[src/design/p2c_pkg.sv]
`default_nettype none

package p2c_pkg;

  localparam int unsigned DATA_W     = 32;
  // Cells in the modulo-360 chain: each takes off one multiple of a full turn.
  localparam int unsigned RED_CELLS  = 7;
  localparam int unsigned RED_IDX_W  = 3;
  // Rotation cells and the width of their stage index.
  localparam int unsigned ROT_STAGES = 18;
  localparam int unsigned ROT_IDX_W  = 5;
  // Two angle lanes ride through the rotation chain.
  localparam int unsigned LANES      = 2;
  localparam int unsigned LANE_TH    = 0;
  localparam int unsigned LANE_PH    = 1;
  localparam int unsigned ATAN_W     = 30;

  // 360 degrees in Q16.16.
  localparam logic [DATA_W-1:0] TURN_Q16 = 32'd23592960;
  // Inverse rotation gain in Q2.30.
  localparam logic signed [DATA_W-1:0] GAIN_INV = 32'sd652032874;

  typedef struct packed {
    logic signed [DATA_W-1:0] len;
    logic        [DATA_W-1:0] th;
    logic        [DATA_W-1:0] ph;
  } red_t;

  typedef struct packed {
    logic signed [DATA_W-1:0] x;
    logic signed [DATA_W-1:0] y;
    logic signed [DATA_W-1:0] z;
  } rot_t;

  typedef struct packed {
    logic signed [DATA_W-1:0] len;
    logic                     neg_cos;
    rot_t [LANES-1:0]         lane;
  } crd_t;

  // atan(2^-i) in degrees, scaled by 2^24
  function automatic logic [ATAN_W-1:0] atan_deg(input logic [ROT_IDX_W-1:0] idx);
    logic [ATAN_W-1:0] v;
    case (idx)
      5'd0:    v = 30'd754974720;
      5'd1:    v = 30'd445687602;
      5'd2:    v = 30'd235489088;
      5'd3:    v = 30'd119537938;
      5'd4:    v = 30'd60000934;
      5'd5:    v = 30'd30029717;
      5'd6:    v = 30'd15018523;
      5'd7:    v = 30'd7509720;
      5'd8:    v = 30'd3754917;
      5'd9:    v = 30'd1877466;
      5'd10:   v = 30'd938734;
      5'd11:   v = 30'd469367;
      5'd12:   v = 30'd234684;
      5'd13:   v = 30'd117342;
      5'd14:   v = 30'd58671;
      5'd15:   v = 30'd29335;
      5'd16:   v = 30'd14668;
      5'd17:   v = 30'd7334;
      5'd18:   v = 30'd3667;
      5'd19:   v = 30'd1833;
      5'd20:   v = 30'd917;
      5'd21:   v = 30'd458;
      5'd22:   v = 30'd229;
      5'd23:   v = 30'd115;
      5'd24:   v = 30'd57;
      5'd25:   v = 30'd29;
      5'd26:   v = 30'd14;
      5'd27:   v = 30'd7;
      5'd28:   v = 30'd4;
      5'd29:   v = 30'd2;
      5'd30:   v = 30'd1;
      default: v = 30'd0;
    endcase
    return v;
  endfunction

endpackage

`default_nettype wire

[src/design/p2c_reduce_cell.sv]
`default_nettype none

module p2c_reduce_cell import p2c_pkg::*; (
  input  logic                 clk_i,
  input  logic                 rst_ni,
  input  logic [RED_IDX_W-1:0] shift_i,
  input  logic                 valid_i,
  input  red_t                 word_i,
  output logic                 ready_o,
  output logic                 valid_o,
  output red_t                 word_o,
  input  logic                 ready_i
);

  logic [DATA_W-1:0] step;
  logic              v_q;
  red_t              word_q;
  red_t              word_d;

  // Drop one turn times 2^shift when the angle holds at least that much.
  function automatic logic [DATA_W-1:0] trim(input logic [DATA_W-1:0] u,
                                             input logic [DATA_W-1:0] s);
    return (u >= s) ? (u - s) : u;
  endfunction

  assign step    = TURN_Q16 << shift_i;
  assign ready_o = !v_q || ready_i;

  always_comb begin
    word_d     = word_i;
    word_d.th  = trim(word_i.th, step);
    word_d.ph  = trim(word_i.ph, step);
  end

  always_ff @(posedge clk_i or negedge rst_ni) begin
    if (!rst_ni) begin
      v_q <= 1'b0;
    end else if (ready_o) begin
      v_q <= valid_i;
    end
  end

  always_ff @(posedge clk_i) begin
    if (ready_o && valid_i) begin
      word_q <= word_d;
    end
  end

  assign valid_o = v_q;
  assign word_o  = word_q;

endmodule

`default_nettype wire

[config.mk]
export PLATFORM = sky130hd
export DESIGN_NAME = p2c_reduce_cell
export DESIGN_NICKNAME = d
export VERILOG_FILES = /design/src/design/p2c_pkg.sv /design/src/design/p2c_reduce_cell.sv
export SDC_FILE = /design/constraint.sdc
export NUM_CORES = 1
export LEC_CHECK = 0
export ABC_AREA = 1
export CAP_MARGIN = 10
export CORE_MARGIN = 3
export CORE_UTILIZATION = 57
export CTS_CLUSTER_DIAMETER = 100
export CTS_CLUSTER_SIZE = 28
export DETAILED_ROUTE_END_ITERATION = 16
export DONT_BUFFER_PORTS = 1
export PLACE_DENSITY = 0.75
export SKIP_LAST_GASP = 1
export SLEW_MARGIN = 40
export SYNTH_ARGS = -nofsm -noshare
export SYNTH_HDL_FRONTEND = slang
export SYNTH_SLANG_ARGS = --single-unit
[constraint.sdc]
create_clock -name clk_i -period 5.4 [get_ports clk_i]
set_input_delay 1.08 -clock clk_i [delete_from_list [all_inputs] [get_ports clk_i]]
set_output_delay 1.08 -clock clk_i [all_outputs]
set_load 0.01 [all_outputs]
==> results of run 1 <==
[power groups by stage]
stage,Combinational (mW),Clock (mW),Sequential [mW]
5_1_grt,0.318,0.501,0.956
6_report,0.277,0.453,0.952
4_1_cts,0.277,0.470,0.954
2_1_floorplan,0.238,0,0.960
3_3_place_gp,0.269,0,0.969
3_5_place_dp,0.276,0,0.971
[flip-flops by register name, indices dropped and copies added (netlist names)]
signal   count
valid_o      1
word_o      96
[worst max path at each step]
stage               startpoint          to  depth (start not counted)
finish              shift_i[0]  word_o[59]                         19
global route        shift_i[0]  word_o[52]                         19
CTS                 shift_i[0]  word_o[59]                         17
detailed placement  shift_i[0]  word_o[61]                         17
global placement    shift_i[0]  word_o[61]                         17
floorplan              ready_i   word_o[0]                          2
[placed cells by master (no fill, tap or decap), drive strengths merged, types with 3 or more instances in the layout]
cell | synthesis | final
xnor2 | 4 | 4
edfxtp | 96 | 96
clkinv | 0 | 4
nor3 | 6 | 6
a21oi | 15 | 15
ha | 29 | 29
nor2 | 25 | 25
inv | 65 | 68
nand2 | 163 | 163
or2 | 3 | 3
clkbuf | 32 | 9
nand3 | 46 | 46
o21bai | 4 | 4
o21ai | 9 | 9
xor2 | 9 | 9
[final cells by class]
cell class | count | area, µm²
Clock inverter | 7 | 81.3
Inverter | 65 | 244
Fill cell | 697 | 3140
Clock buffer | 9 | 124
Sequential cell | 97 | 2910
Tap cell | 105 | 131
Timing Repair Buffer | 2 | 15.0
Multi-Input combinational cell | 318 | 1780
[metal layers]
metal,vias to the layer above,part of all wire [%],track usage (%)
met5,-,0,0
met1,1519,38,26.3
li1,1627,-,-
met2,151,52,38.4
met4,0,1.3,5.91
met3,12,8.8,8.34
[metrics by stage]
stage / hold WS [ps] / total power [mW] / setup slack [ps] / cells / util [%]
2_1_floorplan: 631 / 1.20 / 1030 / 515 / -
3_3_place_gp: 711 / 1.24 / 1910 / 587 / 60.2
3_5_place_dp: 741 / 1.25 / 1870 / 587 / 60.2
4_1_cts: 367 / 1.70 / 2270 / 603 / 62.7
5_1_grt: 361 / 1.77 / 2060 / 603 / 62.7
6_report: 392 / 1.68 / 2240 / 603 / 62.7
[logic make-up after synthesis]
family / synth area share [%]
buffers and inverters: 7.98
adders and majority gates: 7.15
AOI/OAI and AO/OA: 3.35
and+or+nand+nor: 22.0
DFF: 57.3
xor gates and xnor gates: 2.24
[worst max-delay path, stage by stage]
cell and delay [ps]:
inv_1 130, ha_1 210, nand2_1 110, ha_1 290, inv_1 40, nand2_1 70
nand2_1 80, nand2_1 100, nand2_1 80, nand2_1 130, nand2_1 70, nand2_1 100
nand2_1 90, nand2_1 100, nand2_2 70, nand2_4 200, inv_2 150, nand2_1 90
nand2_1 60
[cell usage after synthesis]
cell | number | area, µm²
nand2_1 | 150 | 563
inv_2 | 5 | 18.8
a21boi_0 | 1 | 7.51
a31oi_1 | 2 | 12.5
o21bai_1 | 4 | 30.0
nand4_1 | 2 | 12.5
ha_1 | 29 | 363
nand2_4 | 3 | 33.8
a21oi_1 | 15 | 75.1
nor2_2 | 3 | 18.8
xnor2_1 | 4 | 35.0
nand3_2 | 10 | 100
o21ai_0 | 9 | 45.0
dfrtp_1 | 1 | 25.0
inv_1 | 60 | 225
xor2_1 | 9 | 78.8
nand2_2 | 10 | 62.6
nand3_1 | 36 | 180
or2_2 | 3 | 18.8
nor2_4 | 2 | 22.5
edfxtp_1 | 96 | 2880
clkbuf_1 | 32 | 120
buf_6 | 1 | 11.3
nor3_1 | 6 | 30.0
buf_8 | 2 | 30.0
nor2_1 | 20 | 75.1
==> metrics.txt, run 1 <==
vias per cell 5.49; largest net degree at the start of global routing 50; initial core utilization 60.3%; reg2reg start valid_o; syn_nets 647; RSZ-0062 raised after global routing no; final period utilization 58.5%; ANT cells 0; die area 10100 µm²; status finished clean; Net Switching 0.501 mW; H-tree depth 3; Max Slew Vio Count 0; row count 33; clock share of power 27.0%; max-capacitance violation count 0; Chip Width ~100 µm; Leakage 2.29 nW; CP Data Required Time 5520 ps; post-placement cell area 5070 µm²; sw frac between 20 and 30%; CTS buffer count 9; # resized after CTS 0; via count 3309; crit path DAT roughly 3300 ps; ANT nets after route 0; Syn Area/Cell 9.86 µm²; clk slew on worst S/H paths 110 ps; # IOs 201; hold_buf cts 0; post-synthesis cell type count 26; Initial DRC Count 149; CP Class input pin to flop; final setup vio count 0; TritonRoute pass-1 iters 5; vias in the first global route 3020; Clock Latency Late Sink between 300 and 400 ps; Post-Syn Instances 515; Synth Register Bits 97; initial antenna violation count 0; CTS Buffer Depth 2; Setup crit end kind flop; number of hold violations in the final report 0; Internal 1.18 mW; Avg WL per Cell 19.0 µm; Final Wtd Congestion 0.910; # DRC 0; logic gate share of total power 16.5%; sequential share of power 56.6%; min Tclk post-route between 3000 and 4000 ps; Max IR drop VDD 0.143 mV; Yosys warnings 0; total wire length 11500 µm; reg2reg end word_o[84]; sequential share of the synthesized area 57.3%; IO Port Bufs 0; clock skew 16.7 ps; post-CTS setup buffers 0; Area Growth Syn to Fin 3.97%; Die Ht approximately 100 µm; Hold Crit Class input pin to asynchronous set/reset pin; root buf cell clkbuf_8; Total GRT Usage 22.3%; core box area 8420 µm²; setup_tns 0 ps; fin area 5280 µm²; Worst-Margin Slew 601 ps; reg-to-reg slack, setup 3260 ps; global-route wire length before repair 16900 µm; share of layout cells above drive strength 1 11.0%; mapped cell area 5080 µm²; r2r worst-path depth 3; Max-slew headroom about three fifths; CTS tree built; fmax between 0.3 and 0.4 GHz; Layout Nets around 630; Crit Path Max Fanout 17; DP HPWL 9470 µm; CP startpoint kind input pin; CTS sink cnt 97; pwr/cell area 319 nW/µm²; Remaining Overflow, GRT 0
Note: power is estimated with default switching activity, not from simulation.
==> run 2: changes to the inputs <==
--- a/config.mk
+++ b/config.mk
@@ -5,7 +5,7 @@
 export SDC_FILE = /design/constraint.sdc
 export NUM_CORES = 1
 export LEC_CHECK = 0
-export ABC_AREA = 1
+export ABC_AREA = 0
 export CAP_MARGIN = 10
 export CORE_MARGIN = 3
 export CORE_UTILIZATION = 57
==> constraint.sdc (replaced) <==
create_clock -name clk_i -period 2.85 [get_ports clk_i]
set_input_delay 0.57 -clock clk_i [delete_from_list [all_inputs] [get_ports clk_i]]
set_output_delay 0.57 -clock clk_i [all_outputs]
set_load 0.01 [all_outputs]
==> run 2 against run 1 <==
  * First-iteration DRC count fell by 18%
  * Sequential power rose by 90%
  * Worst setup slack got worse by 2100 ps
  * Sequential cell count did not move
  * Largest cell class unchanged
  * Cell count fell by 7.8%
  * Global-route usage rose by 1.0 points
  * Non-clock buffer count rose by 64
  * Wire length rose by 4.4%
  * Die area barely moved
==> metrics.txt, run 2 <==
post-synthesis cell type count 67 (+160%); Remaining Overflow, GRT 0 (unchanged); TritonRoute pass-1 iters 4 (-1); # DRC 0 (unchanged); Hold Startpoint word_i[75]; Leakage 2.24 nW (-2.0%); IO Port Bufs 0 (unchanged); r2r worst-path depth 3 (unchanged); Max IR drop VDD 0.316 mV (+120%); share of layout cells above drive strength 1 28.2% (+17 points); core box area 8420 µm² (unchanged); H-tree depth 3 (unchanged); row count 33 (unchanged); Post-synth top flop edfxtp_1; Setup crit end kind flop; reg2reg end word_o[59]; commonest non-fill, non-tap cell in the layout edfxtp_1; DP HPWL 9840 µm (+3.9%); final setup vio count 0 (unchanged); worst hold stages 0; ANT cells 0 (unchanged); Synth area leader edfxtp_1; root buf cell clkbuf_8; Synth Register Bits 97 (unchanged); CP Class input pin to flop; CTS tree built; Syn Area/Cell 12.4 µm² (+26%); Crit Path Max Fanout 11 (-6); clk slew on worst S/H paths 110 ps (about the same); Final Wtd Congestion 0.906 (-0.49%); sequential share of the synthesized area 57.3% (about the same); crit path DAT 2840 ps (-440 ps); # resized after CTS 0 (unchanged); Layout Nets 578 (-7.5%); pwr/cell area 571 nW/µm² (+79%); RSZ-0062 raised after global routing no; total wire length 12000 µm (+4.4%); CTS sink cnt 97 (unchanged); Chip Width 100 µm (about the same); Reg area 2910 µm² (unchanged); ANT nets after route 0 (unchanged); Clock Latency Late Sink 370 ps (about the same); Synth top cells by count edfxtp_1 (96), clkbuf_1 (34), ha_1 (29), nand2_1 (27), a21oi_1 (23); FILL cells 604 (-13%); reg-to-reg slack, setup 1160 ps (-2100 ps); CTS buffer count 9 (unchanged); Post-Syn Instances 410 (-20%); fmax ~0.37 GHz; CTS Buffer Depth 2 (unchanged); asr flop ratio synth 1.03% (unchanged); multi-input logic area 2110 µm² (+19%); final period utilization about 95%; vias per cell 5.94 (+8.3%); initial core utilization 60.3% (about the same); Area Growth Syn to Fin 16.8%; placed cells 539 (-8.2%); reg2reg start valid_o; synth top area cells edfxtp_1 (57%), ha_1 (7.1%), xor2_1 (2.9%), clkbuf_1 (2.5%), a21oi_1 (2.3%); die area 10100 µm² (about the same); Post-Layout Cell Count 556 (-7.8%); cell with the most instances after synthesis edfxtp_1; Max Slew Vio Count 0 (unchanged); number of hold violations in the final report 0 (unchanged); number of synthesized flops with an enable pin 96 (unchanged); Hold Path End word_o[75]; max-capacitance violation count 0 (unchanged); via count 3305 (-0.12%); Hold Crit Class input pin to flop; min Tclk post-route about 2700 ps; Worst-Margin Slew 416 ps (-185 ps); largest net degree at the start of global routing 56 (+12%); fin area 5930 µm² (+12%); Max-slew headroom 72.0% (+12 points); status finished clean; Initial DRC Count 122 (-18%); vias in the first global route 3219 (+6.6%); post-placement cell area 5720 µm² (+13%); Die Ht 100 µm (about the same); # IOs 201 (unchanged); Avg WL per Cell 21.6 µm (+13%); commonest cells after routing, fill and taps aside edfxtp_1 (96), buf_4 (64), nand2_1 (26); global-route wire length before repair 17800 µm (+5.2%); mapped cell area 5080 µm² (about the same); CP startpoint kind input pin; initial antenna violation count 0 (unchanged); clock skew 15.5 ps (-1.22 ps); CP Data Required Time 2980 ps (-2540 ps); Total GRT Usage 23.3% (+1.0 points); Yosys warnings 0 (unchanged); max reg flops 96 (unchanged); syn_nets 542 (-16%); share of the synthesized area in the top cell type 56.8% (about the same)
==> run 2: cell types whose count changed after synthesis, moves of 8 or more <==
cell      delta
nand3_1     -30
nand3_2     -10
inv_1       -44
a21oi_1      +8
xor2_1       +8
nand2b_1    +10
nand2_1    -123
a21o_1       +9
o21ai_0     +10
nand2_2     -10
==> run 2: per-stage QoR <==
stage | power (mW) | hold WS, ps | setup TNS [ps] | setup slack [ps] | util [%]
detailed placement | 2.56 | 274 | -2780 | -198 | 67.9
global route | 3.56 | 263 | 0 | 32.0 | 70.4
floorplan | 2.34 | 274 | -533 | -123 | -
CTS | 3.42 | 273 | 0 | 200 | 70.4
finish | 3.39 | 286 | 0 | 142 | 70.4
global placement | 2.54 | 274 | -1210 | -96.2 | 67.9
==> run 2: report_power, final <==
group	internal (mW)	leakage [nW]	total [mW]	switching, mW
Clock	0.342	0.0966	0.857	0.515
Sequential	1.71	0.926	1.81	0.0962
Combinational	0.364	1.22	0.722	0.358
==> run 2: logic make-up (layout without fill, tap and decap cells) <==
family | count (synthesis) | count (layout) | synth area share, %
compound gates | 94 | 94 | 13.1
simple gates | 95 | 95 | 9.93
fa+ha+maj | 30 | 30 | 7.37
mux | 10 | 10 | 2.69
flops | 97 | 97 | 57.3
buf+inv | 57 | 98 | 4.63
xor+xnor | 27 | 27 | 4.95
==> run 2: worst max-delay path, stage by stage <==
cell and delay (ps):
clkinvlp_4 130, ha_4 270, mux2i_1 240, buf_4 160
ha_1 240, nand2_1 90, a21oi_1 70, a2111oi_2 300
o211ai_1 220, nand3b_4 220, mux2_4 320
==> run 2: area by class of cell <==
type	count	area share, %
Clock buffer	9	2.09
Timing Repair Buffer	66	8.61
Clock inverter	7	1.22
Sequential cell	97	49.0
Tap cell	105	2.22
Multi-Input combinational cell	256	35.6
Inverter	16	1.18
==> run 2: worst max path at each step <==
stage                     slack [ps]  cells after the start         end  startpoint
after floorplan                 -120                     10  word_o[53]  shift_i[0]
after global placement          -100                     10  word_o[59]  shift_i[0]
after detailed placement        -200                     11  word_o[20]  shift_i[1]
after CTS                        200                     11  word_o[20]  shift_i[1]
after global routing              30                     12  word_o[29]  shift_i[1]
final                            140                     11  word_o[20]  shift_i[1]
==> run 2: per-layer routing <==
metal	global-route usage, %	up-vias	wire [µm]
met1	28.4	1574	4630
met4	5.39	0	144
met2	39.9	158	6220
met3	8.27	14	1000
li1	-	1559	-
met5	0	-	0
==> run 2: timing repair <==
action,4_1_cts,5_1_grt
buffers inserted,0,0
hold endpoints to repair,1,0
hold buffers,1,0
==> run 3: changes to the inputs <==
--- a/config.mk
+++ b/config.mk
@@ -7,13 +7,15 @@
 export LEC_CHECK = 0
 export ABC_AREA = 0
 export CAP_MARGIN = 10
+export CELL_PAD_IN_SITES_DETAIL_PLACEMENT = 1
+export CELL_PAD_IN_SITES_GLOBAL_PLACEMENT = 2
 export CORE_MARGIN = 3
-export CORE_UTILIZATION = 57
+export CORE_UTILIZATION = 36
 export CTS_CLUSTER_DIAMETER = 100
 export CTS_CLUSTER_SIZE = 28
 export DETAILED_ROUTE_END_ITERATION = 16
 export DONT_BUFFER_PORTS = 1
-export PLACE_DENSITY = 0.75
+export PLACE_DENSITY_LB_ADDON = 0.1
 export SKIP_LAST_GASP = 1
 export SLEW_MARGIN = 40
 export SYNTH_ARGS = -nofsm -noshare
==> run 3 against run 2 <==
  * Critical path depth down 1
  * Sequential power is essentially flat
  * Hold slack better by 21 ps
  * Highest routed layer unchanged
  * Worst setup slack worse by 42 ps
  * Cell count is 15% higher
  * First-iteration DRC count up 27%
  * Total power rose by 11%
  * Count of clock-buffer cells in the layout stayed put
  * Fmax down 1.5%
  * Largest power group unchanged
==> metrics.txt, run 3 (synthesis results as in run 2) <==
CTS Buffer Depth 2 (unchanged); Remaining Overflow, GRT 0 (unchanged); Worst-Margin Slew 455 ps (+39.1 ps); Avg WL per Cell 21.9 µm (+1.4%); CTS sink cnt 97 (unchanged); post-placement cell area 5890 µm² (+3.0%); core box area 13500 µm² (+60%); status finished clean; root buf cell clkbuf_16; ANT nets after route 0 (unchanged); # DRC 0 (unchanged); CTS tree built; IO Port Bufs 0 (unchanged); share of layout cells above drive strength 1 30.2% (+2.1 points); CP Class input pin to flop; Critical path buffers and inverters 1 (-1); max-capacitance violation count 0 (unchanged); CP Data Required Time 2950 ps (-30 ps); min Tclk post-route 2750 ps (+42.1 ps); Leakage 2.35 nW (+4.9%); Clock Latency Late Sink 350 ps (-20 ps); CP startpoint kind input pin; crit path DAT 2850 ps (about the same); Area Growth Syn to Fin 23.1%; Layout Nets 590 (+2.1%); Final Wtd Congestion 0.757 (-16%); # IOs 201 (unchanged); vias in the first global route 3346 (+3.9%); initial core utilization 37.6% (-23 points); Max Slew Vio Count 0 (unchanged); final setup vio count 0 (unchanged); clock skew 8.79 ps (-6.68 ps); vias per cell 5.22 (-12%); die area 15600 µm² (+54%); commonest non-fill, non-tap cell in the layout edfxtp_1; Hold Crit Class input pin to flop; worst hold stages 0 (unchanged); number of hold violations in the final report 0 (unchanged); Initial DRC Count 155 (+27%); Total GRT Usage 17.3% (-6.0 points); ANT cells 0 (unchanged); Max-slew headroom 69.3% (-2.6 points); TritonRoute pass-1 iters 4 (unchanged); max incr delay on CP 380 ps (+60 ps); H-tree depth 3 (unchanged); fmax 0.364 GHz (-1.5%); Setup crit end kind flop; max reg flops 96 (unchanged); CTS buffer count 9 (unchanged); slowest cell on the critical path a311o_1; global-route wire length before repair 20600 µm (+16%); final period utilization 96.5% (+1.5 points); r2r worst-path depth 3 (unchanged); CP cell instances clkinvlp_4 > ha_4 > mux2i_2 > ha_1 > nand2_1 > a21oi_1 > a311o_1 > o211ai_4 > nand2_4 > mux2_4; Crit path max-delay family compound AO/OA/AOI/OAI gates; reg2reg start valid_o; Crit Path Max Fanout 7 (-4); Max IR drop VDD 0.292 mV (-7.7%); total wire length 14000 µm (+17%); hold slack 307 ps (+21.5 ps); Die Ht 125 µm (+24%); reg-to-reg slack, setup 1080 ps (-80 ps); largest net degree at the start of global routing 75 (+34%); initial antenna violation count 0 (unchanged); clk slew on worst S/H paths 80 ps (-30 ps); Hold Startpoint word_i[10]; final core occ 46.3% (-24 points); DP HPWL 11300 µm (+14%); commonest cells after routing, fill and taps aside edfxtp_1 (96), buf_4 (74), nand2_1 (26); fin area 6250 µm² (+5.4%); Chip Width 125 µm (+24%); pwr/cell area 604 nW/µm² (+5.7%); row count 42 (+27%); Hold Path End word_o[10]; via count 3338 (+1.0%); reg2reg end word_o[50]
-- run 3: final cells by class --
class	instances	area (µm²)
multi-input cells	257	2150
clock inverters	7	70.1
inverters	16	70.1
clock buffers	9	225
repair buffers	77	606
flip-flops and latches	97	2910
well taps	176	220
fillers	1391	7250
-- run 3: where the power goes --
group          switching (mW)  internal, mW
logic                   0.384         0.391
registers              0.0940          1.71
clock network           0.579         0.615
total                    1.06          2.72
-- run 3: worst max path at each step --
stage               cells after the start          to       start
global route                           10  word_o[29]  shift_i[0]
finish                                 10  word_o[59]  shift_i[0]
detailed placement                     10  word_o[25]  shift_i[0]
global placement                       10  word_o[20]  shift_i[0]
floorplan                              10  word_o[53]  shift_i[0]
CTS                                    10  word_o[20]  shift_i[0]
-- run 3: stage by stage --
step | setup TNS [ps] | total power [mW] | setup slack, ps | instances
6_report | 0 | 3.78 | 100 | 639
5_1_grt | -5.44 | 3.98 | -2.77 | 639
4_1_cts | 0 | 3.80 | 34.3 | 636
3_5_place_dp | -6380 | 2.60 | -359 | 619
3_3_place_gp | -6730 | 2.59 | -377 | 619
2_1_floorplan | -533 | 2.34 | -123 | 410
-- run 3: timing repair --
action,in CTS,in global routing
hold endpoints to repair,1,0
setup endpoints to repair,0,13
buffers inserted,0,2
hold buffers,1,0
gates resized for setup,0,3
-- run 3: per-layer routing --
| layer | vias to the layer above | track usage, % | share of wire, % | routed length (µm) |
|---|---|---|---|---|
| li1 | 1602 | - | - | - |
| met4 | 0 | 5.61 | 0.77 | 108 |
| met5 | - | 0 | 0 | 0 |
| met3 | 6 | 5.79 | 6.6 | 925 |
| met1 | 1608 | 20.7 | 42 | 5880 |
| met2 | 122 | 29.4 | 51 | 7070 |
